### src/rtl/jegd_pkg.sv
`default_nettype none
// ----------------------------------------------------------------------------
// jegd_pkg
// Shared types and constants for the Exif GPS detector.
// ----------------------------------------------------------------------------
package jegd_pkg;

  localparam int EXIF_BUFFER_BYTES_DEF = 65536;
  localparam int HEAD_LIMIT_BYTES_DEF  = 131072;

  localparam logic [2:0] ST_FOUND    = 3'd0;
  localparam logic [2:0] ST_NOT_JPEG = 3'd1;
  localparam logic [2:0] ST_NO_EXIF  = 3'd2;
  localparam logic [2:0] ST_SHORT    = 3'd3;
  localparam logic [2:0] ST_BAD_TIFF = 3'd4;
  localparam logic [2:0] ST_RANGE    = 3'd5;
  localparam logic [2:0] ST_NO_PTR   = 3'd6;
  localparam logic [2:0] ST_NO_POS   = 3'd7;

  typedef struct packed {
    logic [7:0] data_byte;
    logic       last_byte;
  } in_item_t;

  typedef struct packed {
    logic       has_gps;
    logic [2:0] status;
  } out_item_t;

  // Walker to parser handoff.
  typedef struct packed {
    logic        start;
    logic        found;
    logic [2:0]  verdict;
    logic [16:0] length;
  } walk_res_t;

endpackage
`default_nettype wire

### src/rtl/jegd_tiff.sv
`default_nettype none
// ----------------------------------------------------------------------------
// jegd_tiff
// Sequencer that reads the TIFF header and IFDs one byte at a time.
// ----------------------------------------------------------------------------
module jegd_tiff #(
  parameter int BUF_BYTES = jegd_pkg::EXIF_BUFFER_BYTES_DEF,
  localparam int AW = $clog2(BUF_BYTES)
) (
  input  wire logic              clk,
  input  wire logic              rst_n,
  input  wire jegd_pkg::walk_res_t req,
  output logic                   rd_en,
  output logic [AW-1:0]          rd_addr,
  input  wire logic [7:0]        rd_data,
  output logic                   busy,
  output logic                   done,
  output logic [2:0]             status
);

  localparam logic [2:0] S_IDLE = 3'd0, S_READ = 3'd1, S_WAIT = 3'd2,
    S_EVAL = 3'd3, S_DONE = 3'd4;
  // Read goals.
  localparam logic [2:0] G_ORDER = 3'd0, G_MAGIC = 3'd1, G_IFD0 = 3'd2,
    G_CNT0 = 3'd3, G_TAG0 = 3'd4, G_PTR = 3'd5, G_CNT1 = 3'd6, G_TAG1 = 3'd7;

  logic [2:0]  st_r, st_nxt, goal_r, goal_nxt, stat_r, stat_nxt;
  logic [16:0] len_r, len_nxt;
  logic [33:0] base_r, base_nxt;   // start address of the multi-byte read
  logic [1:0]  bi_r, bi_nxt, nb_r, nb_nxt;
  logic [31:0] acc_r, acc_nxt;
  logic        le_r, le_nxt;
  logic [15:0] cnt_r, cnt_nxt, i_r, i_nxt;
  logic [33:0] ifd_r, ifd_nxt;
  logic [33:0] addr;
  logic [31:0] val;

  assign addr = base_r + 34'(bi_r);
  assign val = (nb_r == 2'd1) ?
    (le_r ? {16'h0, acc_r[7:0], acc_r[15:8]} : {16'h0, acc_r[15:0]}) :
    (le_r ? {acc_r[7:0], acc_r[15:8], acc_r[23:16], acc_r[31:24]} : acc_r);

  always_comb begin
    st_nxt = st_r; goal_nxt = goal_r; stat_nxt = stat_r; len_nxt = len_r;
    base_nxt = base_r; bi_nxt = bi_r; nb_nxt = nb_r; acc_nxt = acc_r;
    le_nxt = le_r; cnt_nxt = cnt_r; i_nxt = i_r; ifd_nxt = ifd_r;
    rd_en = 1'b0; rd_addr = addr[AW-1:0];
    unique case (st_r)
      S_IDLE: if (req.start && req.found) begin
        len_nxt = req.length;
        if (req.length < 17'd8) begin stat_nxt = jegd_pkg::ST_SHORT; st_nxt = S_DONE; end
        else begin
          goal_nxt = G_ORDER; base_nxt = '0; bi_nxt = '0; nb_nxt = 2'd1;
          le_nxt = 1'b0; st_nxt = S_READ;
        end
      end
      S_READ: begin
        // Reads beyond the buffer return zero.
        rd_en = addr < 34'(BUF_BYTES);
        st_nxt = S_WAIT;
      end
      S_WAIT: begin
        acc_nxt = {acc_r[23:0], (addr < 34'(BUF_BYTES)) ? rd_data : 8'h00};
        if (bi_r == nb_r) st_nxt = S_EVAL;
        else begin bi_nxt = bi_r + 1'b1; st_nxt = S_READ; end
      end
      S_EVAL: begin
        bi_nxt = '0; st_nxt = S_READ;
        unique case (goal_r)
          G_ORDER: begin
            if (acc_r[15:0] == 16'h4949) le_nxt = 1'b1;
            if (acc_r[15:0] != 16'h4949 && acc_r[15:0] != 16'h4D4D) begin
              stat_nxt = jegd_pkg::ST_BAD_TIFF; st_nxt = S_DONE;
            end else begin goal_nxt = G_MAGIC; base_nxt = 34'd2; end
          end
          G_MAGIC: if (val[15:0] != 16'd42) begin
            stat_nxt = jegd_pkg::ST_BAD_TIFF; st_nxt = S_DONE;
          end else begin goal_nxt = G_IFD0; base_nxt = 34'd4; nb_nxt = 2'd3; end
          G_IFD0: begin
            ifd_nxt = 34'(val);
            if (34'(val) + 34'd2 > 34'(len_r)) begin
              stat_nxt = jegd_pkg::ST_RANGE; st_nxt = S_DONE;
            end else begin goal_nxt = G_CNT0; base_nxt = 34'(val); nb_nxt = 2'd1; end
          end
          G_CNT0, G_CNT1, G_TAG0, G_TAG1: begin
            if (goal_r == G_CNT0 || goal_r == G_CNT1) begin
              cnt_nxt = val[15:0]; i_nxt = '0;
            end else if (goal_r == G_TAG0 && val[15:0] == 16'h8825) begin
              goal_nxt = G_PTR; base_nxt = base_r + 34'd8; nb_nxt = 2'd3;
            end else if (goal_r == G_TAG1 &&
                         (val[15:0] == 16'h0002 || val[15:0] == 16'h0004)) begin
              stat_nxt = jegd_pkg::ST_FOUND; st_nxt = S_DONE;
            end else i_nxt = i_r + 1'b1;
            if (goal_nxt == goal_r || goal_r == G_CNT0 || goal_r == G_CNT1) begin
              if (st_nxt != S_DONE) begin
                if (goal_r == G_CNT0) goal_nxt = G_TAG0;
                if (goal_r == G_CNT1) goal_nxt = G_TAG1;
              end
            end
          end
          default: begin // G_PTR
            ifd_nxt = 34'(val);
            if (val == 32'd0) begin stat_nxt = jegd_pkg::ST_NO_PTR; st_nxt = S_DONE; end
            else if (34'(val) + 34'd2 > 34'(len_r)) begin
              stat_nxt = jegd_pkg::ST_RANGE; st_nxt = S_DONE;
            end else begin goal_nxt = G_CNT1; base_nxt = 34'(val); nb_nxt = 2'd1; end
          end
        endcase
        // Entry loop bookkeeping: runs after a count or a missed tag.
        if (st_nxt == S_READ && (goal_nxt == G_TAG0 || goal_nxt == G_TAG1)) begin
          if (i_nxt >= cnt_nxt) begin
            stat_nxt = (goal_nxt == G_TAG0) ? jegd_pkg::ST_NO_PTR : jegd_pkg::ST_NO_POS;
            st_nxt = S_DONE;
          end else if (ifd_r + 34'd2 + 34'({i_nxt, 3'b000}) + 34'({i_nxt, 2'b00}) +
                       34'd12 > 34'(len_r)) begin
            stat_nxt = jegd_pkg::ST_RANGE; st_nxt = S_DONE;
          end else begin
            base_nxt = ifd_r + 34'd2 + 34'({i_nxt, 3'b000}) + 34'({i_nxt, 2'b00});
            nb_nxt = 2'd1;
          end
        end
      end
      S_DONE: st_nxt = S_IDLE;
      default: st_nxt = S_IDLE;
    endcase
  end

  assign busy = st_r != S_IDLE;
  assign done = st_r == S_DONE;
  assign status = stat_r;

  always_ff @(posedge clk) begin
    if (!rst_n) begin
      st_r <= S_IDLE; goal_r <= G_ORDER; stat_r <= jegd_pkg::ST_NO_EXIF;
      bi_r <= '0; nb_r <= '0;
    end else begin
      st_r <= st_nxt; goal_r <= goal_nxt; stat_r <= stat_nxt;
      bi_r <= bi_nxt; nb_r <= nb_nxt;
    end
  end

  always_ff @(posedge clk) begin
    len_r <= len_nxt; base_r <= base_nxt; acc_r <= acc_nxt;
    le_r <= le_nxt; cnt_r <= cnt_nxt; i_r <= i_nxt; ifd_r <= ifd_nxt;
  end

endmodule
`default_nettype wire
### config.mk
export PLATFORM = sky130hd
export DESIGN_NAME = jegd_tiff
export DESIGN_NICKNAME = d
export VERILOG_FILES = /design/src/rtl/jegd_pkg.sv /design/src/rtl/jegd_tiff.sv
export SDC_FILE = /design/constraint.sdc
export NUM_CORES = 1
export LEC_CHECK = 0
export BUFFER_PORTS_ARGS = -buffer_cell sky130_fd_sc_hd__buf_4
export CORE_MARGIN = 1.5
export CORE_UTILIZATION = 45
export CTS_BUF_LIST = sky130_fd_sc_hd__clkbuf_2
export CTS_CLUSTER_DIAMETER = 60
export DETAILED_ROUTE_END_ITERATION = 8
export GPL_ROUTABILITY_DRIVEN = 0
export PLACE_DENSITY = 0.68
export SYNTH_ARGS = -nofsm -noshare
export SYNTH_HDL_FRONTEND = slang
export SYNTH_SLANG_ARGS = --single-unit
### constraint.sdc
create_clock -name clk -period 25.8 [get_ports clk]
set_clock_uncertainty 0.15 [all_clocks]
set_input_delay 5.16 -clock clk [delete_from_list [all_inputs] [get_ports clk]]
set_output_delay 5.16 -clock clk [all_outputs]
set_load 0.01 [all_outputs]
==> impl_results.md <==
- Post-synth EDFFs: 148
- Synth warnings: 0
- First-pass GRT wire length: 66100 microns
- DR vias: 12930
- Final Cell Area: 0.0151 sq mm
- Placed cells: 2021
- Yosys reg bits: 161
- Die width: 180 microns
- Reg2reg start: le_r
- Setup violations, final: 0
- Outcome: finished clean
- Final period utilization: 43.6%
- Crit-path slowest cell: or4_1
- PnR worst setup slack: 14.54 ns
- Worst Setup SP: le_r
- Area Overhead vs Synth: 7.12%
- Clk root buf: clkbuf_2
- Avg WL per Cell: 20.1 microns
- Pwr Density: 37.9 mW/mm^2
- Hold-fix buffers, CTS: 0
- Drt total wl: 41200 microns
- CTS tree: done
- Via-to-Cell Ratio: 6.30
- Tightest Hold Check Type: register to register
- Post-DP Area: 0.0148 sq mm
- Worst Path Required: 26.22 ns
- CP max FO: 75
- CP Class: register to register
- Synthesized net count: 1753
- Count of pins over their slew limit: 0
- Top area cells in the synthesized netlist: edfxtp_1 (32%), ha_1 (6.8%), nand2_1 (4.8%), nor2_1 (4.1%), a21oi_1 (3.1%)
- Largest area contributor in the netlist: edfxtp_1
- Max-Cap Viols: 0
- Cells after synthesis: 1628
- Gr usage total: 25.7%
- Post-place setup slack: 14.85 ns
- H-tree depth: 4
- CP dominant cell by count: nand2_1
- Fillers: 2910
- Worst-margin pin slew: 1.23 ns
- Max Fclk: 0.0888 GHz
- Post-CTS Setup Inserts: 0
- Initial drt markers: 1204
- Post-synth top area share: 31.6%
- Yosys cell types: 102
- Final Critical Period: 11.26 ns
- Clock Path Buffers: 2
- Multi-input logic area: 0.00858 sq mm
- Rel. slew slack: 17.0%
- # IOs: 54
- Async set or reset register ratio after synthesis: 0%
- Pleak: 5.71 nW
- Antenna-violating nets left: 0
- CTS resizes: 0
- Vias in the first global route: 12090
- Worst setup endpoint: base_r[24]
- Initial antenna violation count: 1
- CP startpoint kind: register
- FF-to-FF setup slack: 14.54 ns
- Clk pin slew, worst setup/hold paths: 0.25 ns
- Clock latency on the worst-skew pair: 0.82 ns
- TNS Setup: 0 ns
- Remaining global-route overflow: 0
- Finished Layout Cells: 2054
- Register area share after synthesis: 33.5%
- CTS Buf Count: 17
- Nets@finish: 1769
- Final Hold Viols: 0
- Area of the mapped netlist: 0.0141 sq mm
- Critical Path AT: 11.68 ns
- Most common library cells after synthesis: nand2_1 (179), nor2_1 (154), edfxtp_1 (148)
- I/O Buffers: 50
- Post-DP HPWL: 30600 microns
- Core Footprint: 0.0307 sq mm
- Syn avg cell area: 8.63 sq um
- Worst r2r path cells: 32
- Drt pass-1 iters: 7
- Worst Setup End Kind: register
- Worst VDD drop: 31.9 uV
- Final hold slack: 0.380 ns
- RSZ-0062 raised after global routing: no
- Largest net degree at the start of global routing: 76
- Num rows: 64
- Count leader, synth: nand2_1
- Chip height: 180 microns
- Share of cells above drive strength 1: 9.66%
- Max incr delay on CP: 0.76 ns
- # clock sinks: 161
- Top_reg_cell synth: edfxtp_1
- Worst reg2reg endpoint: base_r[24]
- Starting Density: 45.8%
- Reg area: 0.00470 sq mm
- Die Area: 0.0323 sq mm
- Post-route DRC: 0
registers in the layout, summed over array words and instances, names as in the netlist:
signal	flops
i_r	16
acc_r	32
goal_r	3
len_r	17
st_r	3
status	3
nb_r	2
base_r	34
cnt_r	16
bi_r	2
ifd_r	32
le_r	1
how the worst min path moves through the flow:
stage                          from  depth (start not counted)  slack [ns]        end
after floorplan           acc_r[16]                          0        0.30  acc_r[24]
after global placement    acc_r[16]                          0        0.31  acc_r[24]
after detailed placement  acc_r[23]                          0        0.33  acc_r[31]
after CTS                 acc_r[23]                          0        0.38  acc_r[31]
after global routing      acc_r[17]                          0        0.40  acc_r[25]
final                     acc_r[23]                          0        0.38  acc_r[31]
critical path: cells and delay by family (launching register included):
| family | cells | cell delay (ns) |
|---|---|---|
| and+or+nand+nor | 16 | 5.15 |
| AOI/OAI and AO/OA | 10 | 2.86 |
| adders and majority gates | 3 | 1.32 |
| buffers and inverters | 2 | 0.94 |
| DFF | 1 | 0.39 |
| xor gates and xnor gates | 1 | 0.18 |
per-layer routing:
| layer | up-vias | track usage, % | wire (microns) |
|---|---|---|---|
| met1 | 6147 | 35.4 | 17800 |
| met3 | 103 | 3.93 | 3340 |
| met5 | - | 0 | 0 |
| li1 | 6078 | - | - |
| met2 | 602 | 39.8 | 18500 |
| met4 | 0 | 11.4 | 1640 |
metrics by stage:
step,utilization (%),total power (W)
after floorplan,-,0.000368
after global placement,48.1,0.000399
after detailed placement,48.1,0.000402
after CTS,49.1,0.000570
after global routing,49.1,0.000591
final,49.1,0.000570
area by class of cell:
class | count | share of cell area (%)
clock buffer | 18 | 0.598
sequential | 161 | 31.3
clock inverter | 14 | 1.35
timing repair buffer | 78 | 3.89
inverter | 104 | 2.59
tap | 396 | 3.29
multi-input combinational | 1282 | 57.0
antenna | 1 | 0.0166
power breakdown:
group          switching, W  total [W]  internal, W
logic             0.0000607  0.0000963    0.0000355
clock network      0.000105   0.000171    0.0000662
registers        0.00000911   0.000302     0.000293
total              0.000175   0.000570     0.000395
layout by cell type, fill, tap and decap left out, types with 24 or more instances in the layout:
| cell | netlist | layout |
|---|---|---|
| a21oi_1 | 88 | 86 |
| o21ai_0 | 69 | 69 |
| and2_1 | 24 | 24 |
| nand3_1 | 63 | 63 |
| xor2_1 | 39 | 39 |
| xnor2_1 | 47 | 47 |
| nand2_1 | 179 | 179 |
| a21o_1 | 31 | 31 |
| nor2_1 | 154 | 152 |
| nor3_1 | 50 | 50 |
| edfxtp_1 | 148 | 148 |
| ha_1 | 76 | 76 |
| inv_1 | 100 | 100 |
| buf_4 | 6 | 78 |
| nand4_1 | 53 | 53 |
cell families after synthesis:
| logic type | synth area share, % |
|---|---|
| adders and majority gates | 9.19 |
| DFF | 33.5 |
| xor gates and xnor gates | 5.48 |
| muxes | 1.72 |
| and+or+nand+nor | 25.4 |
| buffers and inverters | 5.80 |
| AOI/OAI and AO/OA | 18.9 |
(Power assumes the default switching activity.)
