**config.mk**
```make
export PLATFORM = sky130hd
export DESIGN_NAME = jegd_walker
export DESIGN_NICKNAME = d
export VERILOG_FILES = /design/src/rtl/jegd_pkg.sv /design/src/rtl/jegd_walker.sv
export SDC_FILE = /design/constraint.sdc
export NUM_CORES = 1
export LEC_CHECK = 0
export ABC_CLOCK_PERIOD_IN_PS = 5800
export BUFFER_PORTS_ARGS = -buffer_cell sky130_fd_sc_hd__clkbuf_2
export CAP_MARGIN = 30
export CORE_AREA = 3 3 95 97
export DETAILED_ROUTE_END_ITERATION = 8
export DIE_AREA = 0 0 98 100
export PLACE_DENSITY = 0.94
export SYNTH_ARGS = -nofsm -noshare
export SYNTH_HDL_FRONTEND = slang
export SYNTH_SLANG_ARGS = --single-unit
```
**constraint.sdc**
```tcl
create_clock -name clk -period 5.8 [get_ports clk]
set_clock_uncertainty 0.15 [all_clocks]
set_input_delay 1.16 -clock clk [delete_from_list [all_inputs] [get_ports clk]]
set_output_delay 1.16 -clock clk [all_outputs]
set_load 0.01 [all_outputs]
```
**src/rtl/jegd_pkg.sv**
```systemverilog
`default_nettype none
// ----------------------------------------------------------------------------
// jegd_pkg
// Shared types and constants for the Exif GPS detector.
// ----------------------------------------------------------------------------
package jegd_pkg;

  localparam int EXIF_BUFFER_BYTES_DEF = 65536;
  localparam int HEAD_LIMIT_BYTES_DEF  = 131072;

  localparam logic [2:0] ST_FOUND    = 3'd0;
  localparam logic [2:0] ST_NOT_JPEG = 3'd1;
  localparam logic [2:0] ST_NO_EXIF  = 3'd2;
  localparam logic [2:0] ST_SHORT    = 3'd3;
  localparam logic [2:0] ST_BAD_TIFF = 3'd4;
  localparam logic [2:0] ST_RANGE    = 3'd5;
  localparam logic [2:0] ST_NO_PTR   = 3'd6;
  localparam logic [2:0] ST_NO_POS   = 3'd7;

  typedef struct packed {
    logic [7:0] data_byte;
    logic       last_byte;
  } in_item_t;

  typedef struct packed {
    logic       has_gps;
    logic [2:0] status;
  } out_item_t;

  // Walker to parser handoff.
  typedef struct packed {
    logic        start;
    logic        found;
    logic [2:0]  verdict;
    logic [16:0] length;
  } walk_res_t;

endpackage
`default_nettype wire

```
**src/rtl/jegd_walker.sv**
```systemverilog
`default_nettype none
// ----------------------------------------------------------------------------
// jegd_walker
// Marker segment walker that stores the first Exif APP1 payload.
// ----------------------------------------------------------------------------
module jegd_walker #(
  parameter int BUF_BYTES = jegd_pkg::EXIF_BUFFER_BYTES_DEF,
  parameter int HEAD_BYTES = jegd_pkg::HEAD_LIMIT_BYTES_DEF,
  localparam int AW = $clog2(BUF_BYTES),
  localparam int PW = $clog2(HEAD_BYTES + 1)
) (
  input  wire logic              clk,
  input  wire logic              rst_n,
  input  wire logic              byte_en,
  input  wire jegd_pkg::in_item_t item,
  output jegd_pkg::walk_res_t    res,
  output logic                   wr_en,
  output logic [AW-1:0]          wr_addr,
  output logic [7:0]             wr_data
);

  localparam logic [3:0] PH_SOI0 = 4'd0, PH_SOI1 = 4'd1, PH_MARK0 = 4'd2,
    PH_MARK1 = 4'd3, PH_LEN0 = 4'd4, PH_LEN1 = 4'd5, PH_SKIP = 4'd6,
    PH_HDR = 4'd7, PH_PAYLOAD = 4'd8, PH_FOUND = 4'd9, PH_STOP = 4'd10,
    PH_NOTJPEG = 4'd11;

  logic [3:0]  ph_r, ph_nxt;
  logic [15:0] rem_r, rem_nxt;
  logic [7:0]  mark_r, mark_nxt;
  logic [2:0]  hidx_r, hidx_nxt;
  logic [2:0]  verd_r, verd_nxt;
  logic [16:0] len_r, len_nxt;
  logic [PW-1:0] pos_r, pos_nxt;
  logic [15:0] seglen;
  logic [7:0]  sig;
  logic        step;
  logic [7:0]  b;
  logic [PW-1:0] pos_fin;
  logic [3:0]  ph_fin;

  assign b = item.data_byte;
  assign step = byte_en && (pos_r < PW'(HEAD_BYTES));
  assign seglen = {rem_r[7:0], b};

  always_comb begin
    unique case (hidx_r)
      3'd0: sig = 8'h45;
      3'd1: sig = 8'h78;
      3'd2: sig = 8'h69;
      3'd3: sig = 8'h66;
      default: sig = 8'h00;
    endcase
  end

  always_comb begin
    ph_nxt = ph_r; rem_nxt = rem_r; mark_nxt = mark_r; hidx_nxt = hidx_r;
    verd_nxt = verd_r; len_nxt = len_r; pos_nxt = pos_r;
    wr_en = 1'b0; wr_addr = len_r[AW-1:0]; wr_data = b;
    if (step) begin
      pos_nxt = pos_r + 1'b1;
      unique case (ph_r)
        PH_SOI0: if (b == 8'hFF) ph_nxt = PH_SOI1;
                 else begin ph_nxt = PH_NOTJPEG; verd_nxt = jegd_pkg::ST_NOT_JPEG; end
        PH_SOI1: if (b == 8'hD8) ph_nxt = PH_MARK0;
                 else begin ph_nxt = PH_NOTJPEG; verd_nxt = jegd_pkg::ST_NOT_JPEG; end
        PH_MARK0: ph_nxt = (b == 8'hFF) ? PH_MARK1 : PH_STOP;
        PH_MARK1: begin
          mark_nxt = b;
          if (b >= 8'hD0 && b <= 8'hD9) ph_nxt = PH_MARK0;
          else if (b == 8'hDA) ph_nxt = PH_STOP;
          else ph_nxt = PH_LEN0;
        end
        PH_LEN0: begin rem_nxt = {8'h00, b}; ph_nxt = PH_LEN1; end
        PH_LEN1: begin
          if (seglen < 16'd2) ph_nxt = PH_STOP;
          else begin
            rem_nxt = seglen - 16'd2;
            if (rem_nxt == 16'd0) ph_nxt = PH_MARK0;
            else if (mark_r == 8'hE1 && rem_nxt >= 16'd6) begin
              hidx_nxt = 3'd0; ph_nxt = PH_HDR;
            end else ph_nxt = PH_SKIP;
          end
        end
        PH_SKIP: begin
          rem_nxt = rem_r - 1'b1;
          if (rem_nxt == 16'd0) ph_nxt = PH_MARK0;
        end
        PH_HDR: begin
          rem_nxt = rem_r - 1'b1;
          if (hidx_r >= 3'd6 || b != sig)
            ph_nxt = (rem_nxt != 16'd0) ? PH_SKIP : PH_MARK0;
          else begin
            hidx_nxt = hidx_r + 1'b1;
            if (hidx_nxt == 3'd6) begin
              len_nxt = '0;
              ph_nxt = (rem_nxt != 16'd0) ? PH_PAYLOAD : PH_FOUND;
            end
          end
        end
        PH_PAYLOAD: begin
          if (len_r < 17'(BUF_BYTES)) begin
            wr_en = 1'b1; len_nxt = len_r + 1'b1;
          end
          rem_nxt = rem_r - 1'b1;
          if (rem_nxt == 16'd0) ph_nxt = PH_FOUND;
        end
        default: ;
      endcase
    end
    pos_fin = pos_nxt; ph_fin = ph_nxt;
    res.start = byte_en && item.last_byte;
    res.found = (ph_fin == PH_FOUND) && !(pos_fin < PW'(4));
    res.length = len_nxt;
    if (pos_fin < PW'(4) || ph_fin == PH_NOTJPEG) res.verdict = jegd_pkg::ST_NOT_JPEG;
    else res.verdict = verd_nxt;
    if (res.start) begin
      ph_nxt = PH_SOI0; rem_nxt = '0; mark_nxt = '0; hidx_nxt = '0;
      verd_nxt = jegd_pkg::ST_NO_EXIF; len_nxt = '0; pos_nxt = '0;
    end
  end

  always_ff @(posedge clk) begin
    if (!rst_n) begin
      ph_r <= PH_SOI0; rem_r <= '0; mark_r <= '0; hidx_r <= '0;
      verd_r <= jegd_pkg::ST_NO_EXIF; len_r <= '0; pos_r <= '0;
    end else begin
      ph_r <= ph_nxt; rem_r <= rem_nxt; mark_r <= mark_nxt; hidx_r <= hidx_nxt;
      verd_r <= verd_nxt; len_r <= len_nxt; pos_r <= pos_nxt;
    end
  end

endmodule
`default_nettype wire

```
==> metrics.sh <==
DIE_H_UM=100
WORST-ENDPOINT-ARRIVAL_NS=3.94
SYNTH_XOR_XNOR_AREA_SHARE=0.05540
DP_WORST_SETUP_SLACK_NS=0.7809
TIMING.FINAL.SETUP_VIOLATIONS=0
GRT_USAGE=0.2930
TIMING.CRITICAL_PATH.SLOWEST_CELL_DELAY_NS=0.57
SYNTH.YOSYS.WARNINGS=0
TRITONCTS.NUM_BUFFERS=9
R2R-START='rem_r[0]'
IO_PINS=59
DEPTH_OF_THE_WORST_HOLD_TIMING_PATH=2
CRITICALPATHCATEGORY='flip-flop to output port'
YOSYS_MOST_USED_DFF='sky130_fd_sc_hd__dfxtp_1'
WORST_SETUP_PATH_START_KIND='flip-flop'
GRT_SETUP_UNREPAIRED='false'
ROUTE.ANTENNA.REMAINING_NETS=0
CTS_RESIZED=0
FMAX_MHz=190.4
CRIT-REG2REG-CAPTURE='ph_r[0]'
FIN_TNS_SETUP_NS=0
NETLIST_AREA_MM2=0.005218
MAXSLEWHEADROOM=0.3247
HOLDCRITPATHCLASS='flip-flop to flip-flop'
ROUTED_VIA_DENSITY=6.700
POST-ROUTE-UTIL=0.6785
SYNTH_TOP_CELLS_BY_AREA='sky130_fd_sc_hd__dfxtp_1 26%, sky130_fd_sc_hd__nor2_1 5.9%, sky130_fd_sc_hd__nand2_1 4.5%'
DRT_DRC_VIOLATIONS_LEFT=0
SYNTH-ADDER-AREA-SHARE=0.03070
AREA_OF_COMBINATIONAL_CELLS_WITH_MULTIPLE_INPUTS_MM2=0.003426
CTS_MAX_LEVEL=3
CLKTRANSATPATHREGS_NS=0.07
DP_HPWL_MM=10.24
CTS_SETUP_BUFFERS=0
N_FILL_CELL=670
PATH_CELLS='inv_1, ha_1, nor3b_1, nand4b_1, xnor2_1, nor4_1, a221oi_1, o21ai_1, and4_1, clkbuf_2'
SYN2LAYOUT_AREA_GROWTH_PCT=6.859
COMBINATIONAL_FAMILY_WITH_THE_MOST_AREA_AFTER_SYNTHESIS='simple AND/OR/NAND/NOR gates'
REGTOREGSETUPSLACK_NS=2.17
NUM_ANTENNA_CELLS=0
TRITONCTS='done'
DIE_AREA_MM2=0.009800
CRITPATHREQUIREDTIME_NS=4.49
CP_NUM_BUF_INV=2
TIMING.CRITICAL_PATH.FANOUT_MAX=11
ENDPOINT_KIND_OF_THE_WORST_SETUP_TIMING_PATH='output port'
CTS_BUFFER_DEPTH=2
SYN_AVG_CELL_AREA_UM2=7.432
YOSYSTOPAREACELLSHARE=0.2647
DETAILEDROUTE.FIRSTITERATIONVIOLATIONS=665
GRT_PASS1_WL_MM=24.10
CRIT_SLOWEST_CELL='sky130_fd_sc_hd__nor3b_1'
SYNTH_CELL_TYPE_COUNT=76
CTS.ROOT.BUFFER_CELL='sky130_fd_sc_hd__clkbuf_8'
SYNTH.FF_LATCH_COUNT=69
SYNTH.AREA.MUX_SHARE=0.02110
DIE_X_UM=98
TOP_LIBRARY_CELLS_BY_USAGE_IN_THE_LAYOUT_FILL_AND_TAPS_ASIDE='82 x sky130_fd_sc_hd__nor2_1, 69 x sky130_fd_sc_hd__dfxtp_1, 61 x sky130_fd_sc_hd__nand2_1'
HOLD-PATH-ENDPOINT='verd_r[0]'
FIRST_GLOBAL_VIAS=5157
CRITICAL_PATH.TOP_DELAY_FAMILY='simple AND/OR/NAND/NOR gates'
MIN_PERIOD_OVER_PERIOD=0.9058
MAXCAPVIOLCOUNT=0
STD_CELL_ROWS=33
VDD.IR_DROP.WORST_uV=120.6
GP_ROUTABILITY_CONGESTION=0.9623
FINALHOLDVIOLCOUNT=0
GRT_OVERFLOW_TOTAL=0
CORE_MM2=0.008217
RUN_STATUS='finished clean'
SYNTH_NETS=726
CLKSINKCOUNT=69
CELLLEAKAGEPOWER_nW=2.112
ANTENNA_FOUND_INITIAL=0
WORSTSKEWPAIRLATENCY_NS=0.36
FINALWIRELENGTH_MM=14.44
WORSTREGTOREGCELLS=9
WORSTHOLDSTART='verd_r[0]'
FINAL_COUNT_OF_PINS_VIOLATING_MAX_SLEW=0
GRT_START_MAX_NET_PINS=40
SYNTH-ASYNC-RESET-RATIO=0
LAYOUT.AREA.SEQ_MM2=0.001381
POWER_DENS_CELLS_mW_PER_MM2=203.8
POST_CTS_HOLD_BUFFER_COUNT=0
PERIOD_MINUS_SLACK_NS=5.253
LAYOUT.NETS=736
VIA_COUNT=5494
SIMPLE_GATE_SHARE_OF_THE_SYNTHESIZED_AREA=0.3012
SYNTH_TOP_CELL_BY_AREA='sky130_fd_sc_hd__dfxtp_1'
TIMING.HOLD.WS_NS=0.3311
START_UTIL=0.6350
LAYOUT_COMMONEST_CELL='sky130_fd_sc_hd__nor2_1'
FRACTION_OF_THE_MAPPED_NETLIST_AREA_IN_COMPOUND_GATES=0.2470
DETAIL_ROUTE.FIRST_PASS.ITERATIONS=6
IO_BUFFER_COUNT=58
SYNTH.YOSYS.SEQ_AREA_SHARE=0.2647
SYNTH_EDF_COUNT=0
DRIVE_ABOVE_1_SHARE=0.1497
AVGROUTEDWIREPERCELL_UM=17.61
FINAL_CRITICAL_PATH_SETUP_SLACK_NS=0.5466
WORSTMARGINPINSLEW_NS=1.009
SYN-INSTANCE-COUNT=702
## registers in the layout, indices dropped and copies added, names as in the netlist
register  count
len_r        17
mark_r        8
pos_r        18
ph_r          4
rem_r        16
hidx_r        3
verd_r        3
## report_power, final
group          internal, mW  leakage (nW)  total (mW)  switching, mW
clock                 0.249         0.108       0.446          0.196
sequential            0.481         0.558       0.497         0.0164
combinational        0.0674          1.45       0.193          0.126
total                 0.798          2.11        1.14          0.339
## stage by stage
step | area, µm² | power (mW) | instances
3_5_place_dp | 5364 | 0.6942 | 806
4_1_cts | 5575 | 1.129 | 820
3_3_place_gp | 5364 | 0.6886 | 806
2_1_floorplan | 5218 | 0.6500 | 702
5_1_grt | 5575 | 1.173 | 820
6_report | 5575 | 1.136 | 820
## worst register-to-register path: cells and delay by family, from the launching register on
family                   cells  cell delay, ns
buffers and inverters        1            0.21
AND/OR/NAND/NOR              4            1.63
adder cells (fa/ha/maj)      1            0.32
AO/OA/AOI/OAI                2            0.61
XOR/XNOR                     1            0.20
flip-flops                   1            0.45
## per-layer routing
metal  up-vias  track usage  wire length (µm)
li1       2566            -                 -
met1      2558       0.3717              5969
met2       317       0.4948              6727
met3        53      0.04656              1326
met4         0       0.1267               414
met5         -            0                 0
## cell families (layout without fill, tap and decap cells)
group | count (synthesis) | count (layout)
compound gates | 186 | 186
simple gates | 304 | 304
flops | 69 | 69
fa+ha+maj | 13 | 13
xor+xnor | 33 | 33
mux | 11 | 11
buf+inv | 86 | 99
## worst max-delay path by stage
stage	from	to	slack (ns)	depth (start not counted)
3_3_place_gp	item[2]	res[17]	0.86	11
5_1_grt	item[2]	res[19]	0.34	11
3_5_place_dp	item[2]	res[19]	0.78	11
6_report	rem_r[0]	res[20]	0.55	10
2_1_floorplan	item[1]	res[17]	1.34	7
4_1_cts	rem_r[0]	res[20]	0.68	10
## synthesized netlist by cell type, types with 4 or more instances
cell type	instances
sky130_fd_sc_hd__a311oi_1	6
sky130_fd_sc_hd__xor2_1	14
sky130_fd_sc_hd__or2_2	6
sky130_fd_sc_hd__nor2_1	82
sky130_fd_sc_hd__and4_1	4
sky130_fd_sc_hd__nand2_1	62
sky130_fd_sc_hd__dfxtp_1	69
sky130_fd_sc_hd__o22a_1	6
sky130_fd_sc_hd__o21bai_1	4
sky130_fd_sc_hd__o21ai_0	42
sky130_fd_sc_hd__a22oi_1	5
sky130_fd_sc_hd__or3_1	12
sky130_fd_sc_hd__nand4_1	12
sky130_fd_sc_hd__nand2b_1	9
sky130_fd_sc_hd__mux2i_1	11
sky130_fd_sc_hd__nand4b_1	4
sky130_fd_sc_hd__buf_4	24
sky130_fd_sc_hd__o31ai_1	9
sky130_fd_sc_hd__and2_1	10
sky130_fd_sc_hd__xnor2_1	19
sky130_fd_sc_hd__clkbuf_1	39
sky130_fd_sc_hd__ha_1	12
sky130_fd_sc_hd__a21oi_1	38
sky130_fd_sc_hd__nor2b_1	10
sky130_fd_sc_hd__a21o_1	4
sky130_fd_sc_hd__nand3b_1	4
sky130_fd_sc_hd__inv_1	18
sky130_fd_sc_hd__a211oi_1	9
sky130_fd_sc_hd__nand3_1	31
sky130_fd_sc_hd__o221a_2	5
sky130_fd_sc_hd__and3_1	7
sky130_fd_sc_hd__nor3b_1	5
sky130_fd_sc_hd__nor3_1	17
sky130_fd_sc_hd__nor4_1	11
sky130_fd_sc_hd__a31oi_1	16
sky130_fd_sc_hd__or4_1	4
## area by class of cell
cell class	instances	area share
Multi-Input combinational cell	547	0.6145
Sequential cell	69	0.2478
Timing Repair Buffer	67	0.06418
Clock buffer	10	0.02469
Tap cell	105	0.02356
Clock inverter	4	0.01324
Inverter	18	0.01212
Note: power is estimated with default switching activity, not from simulation.
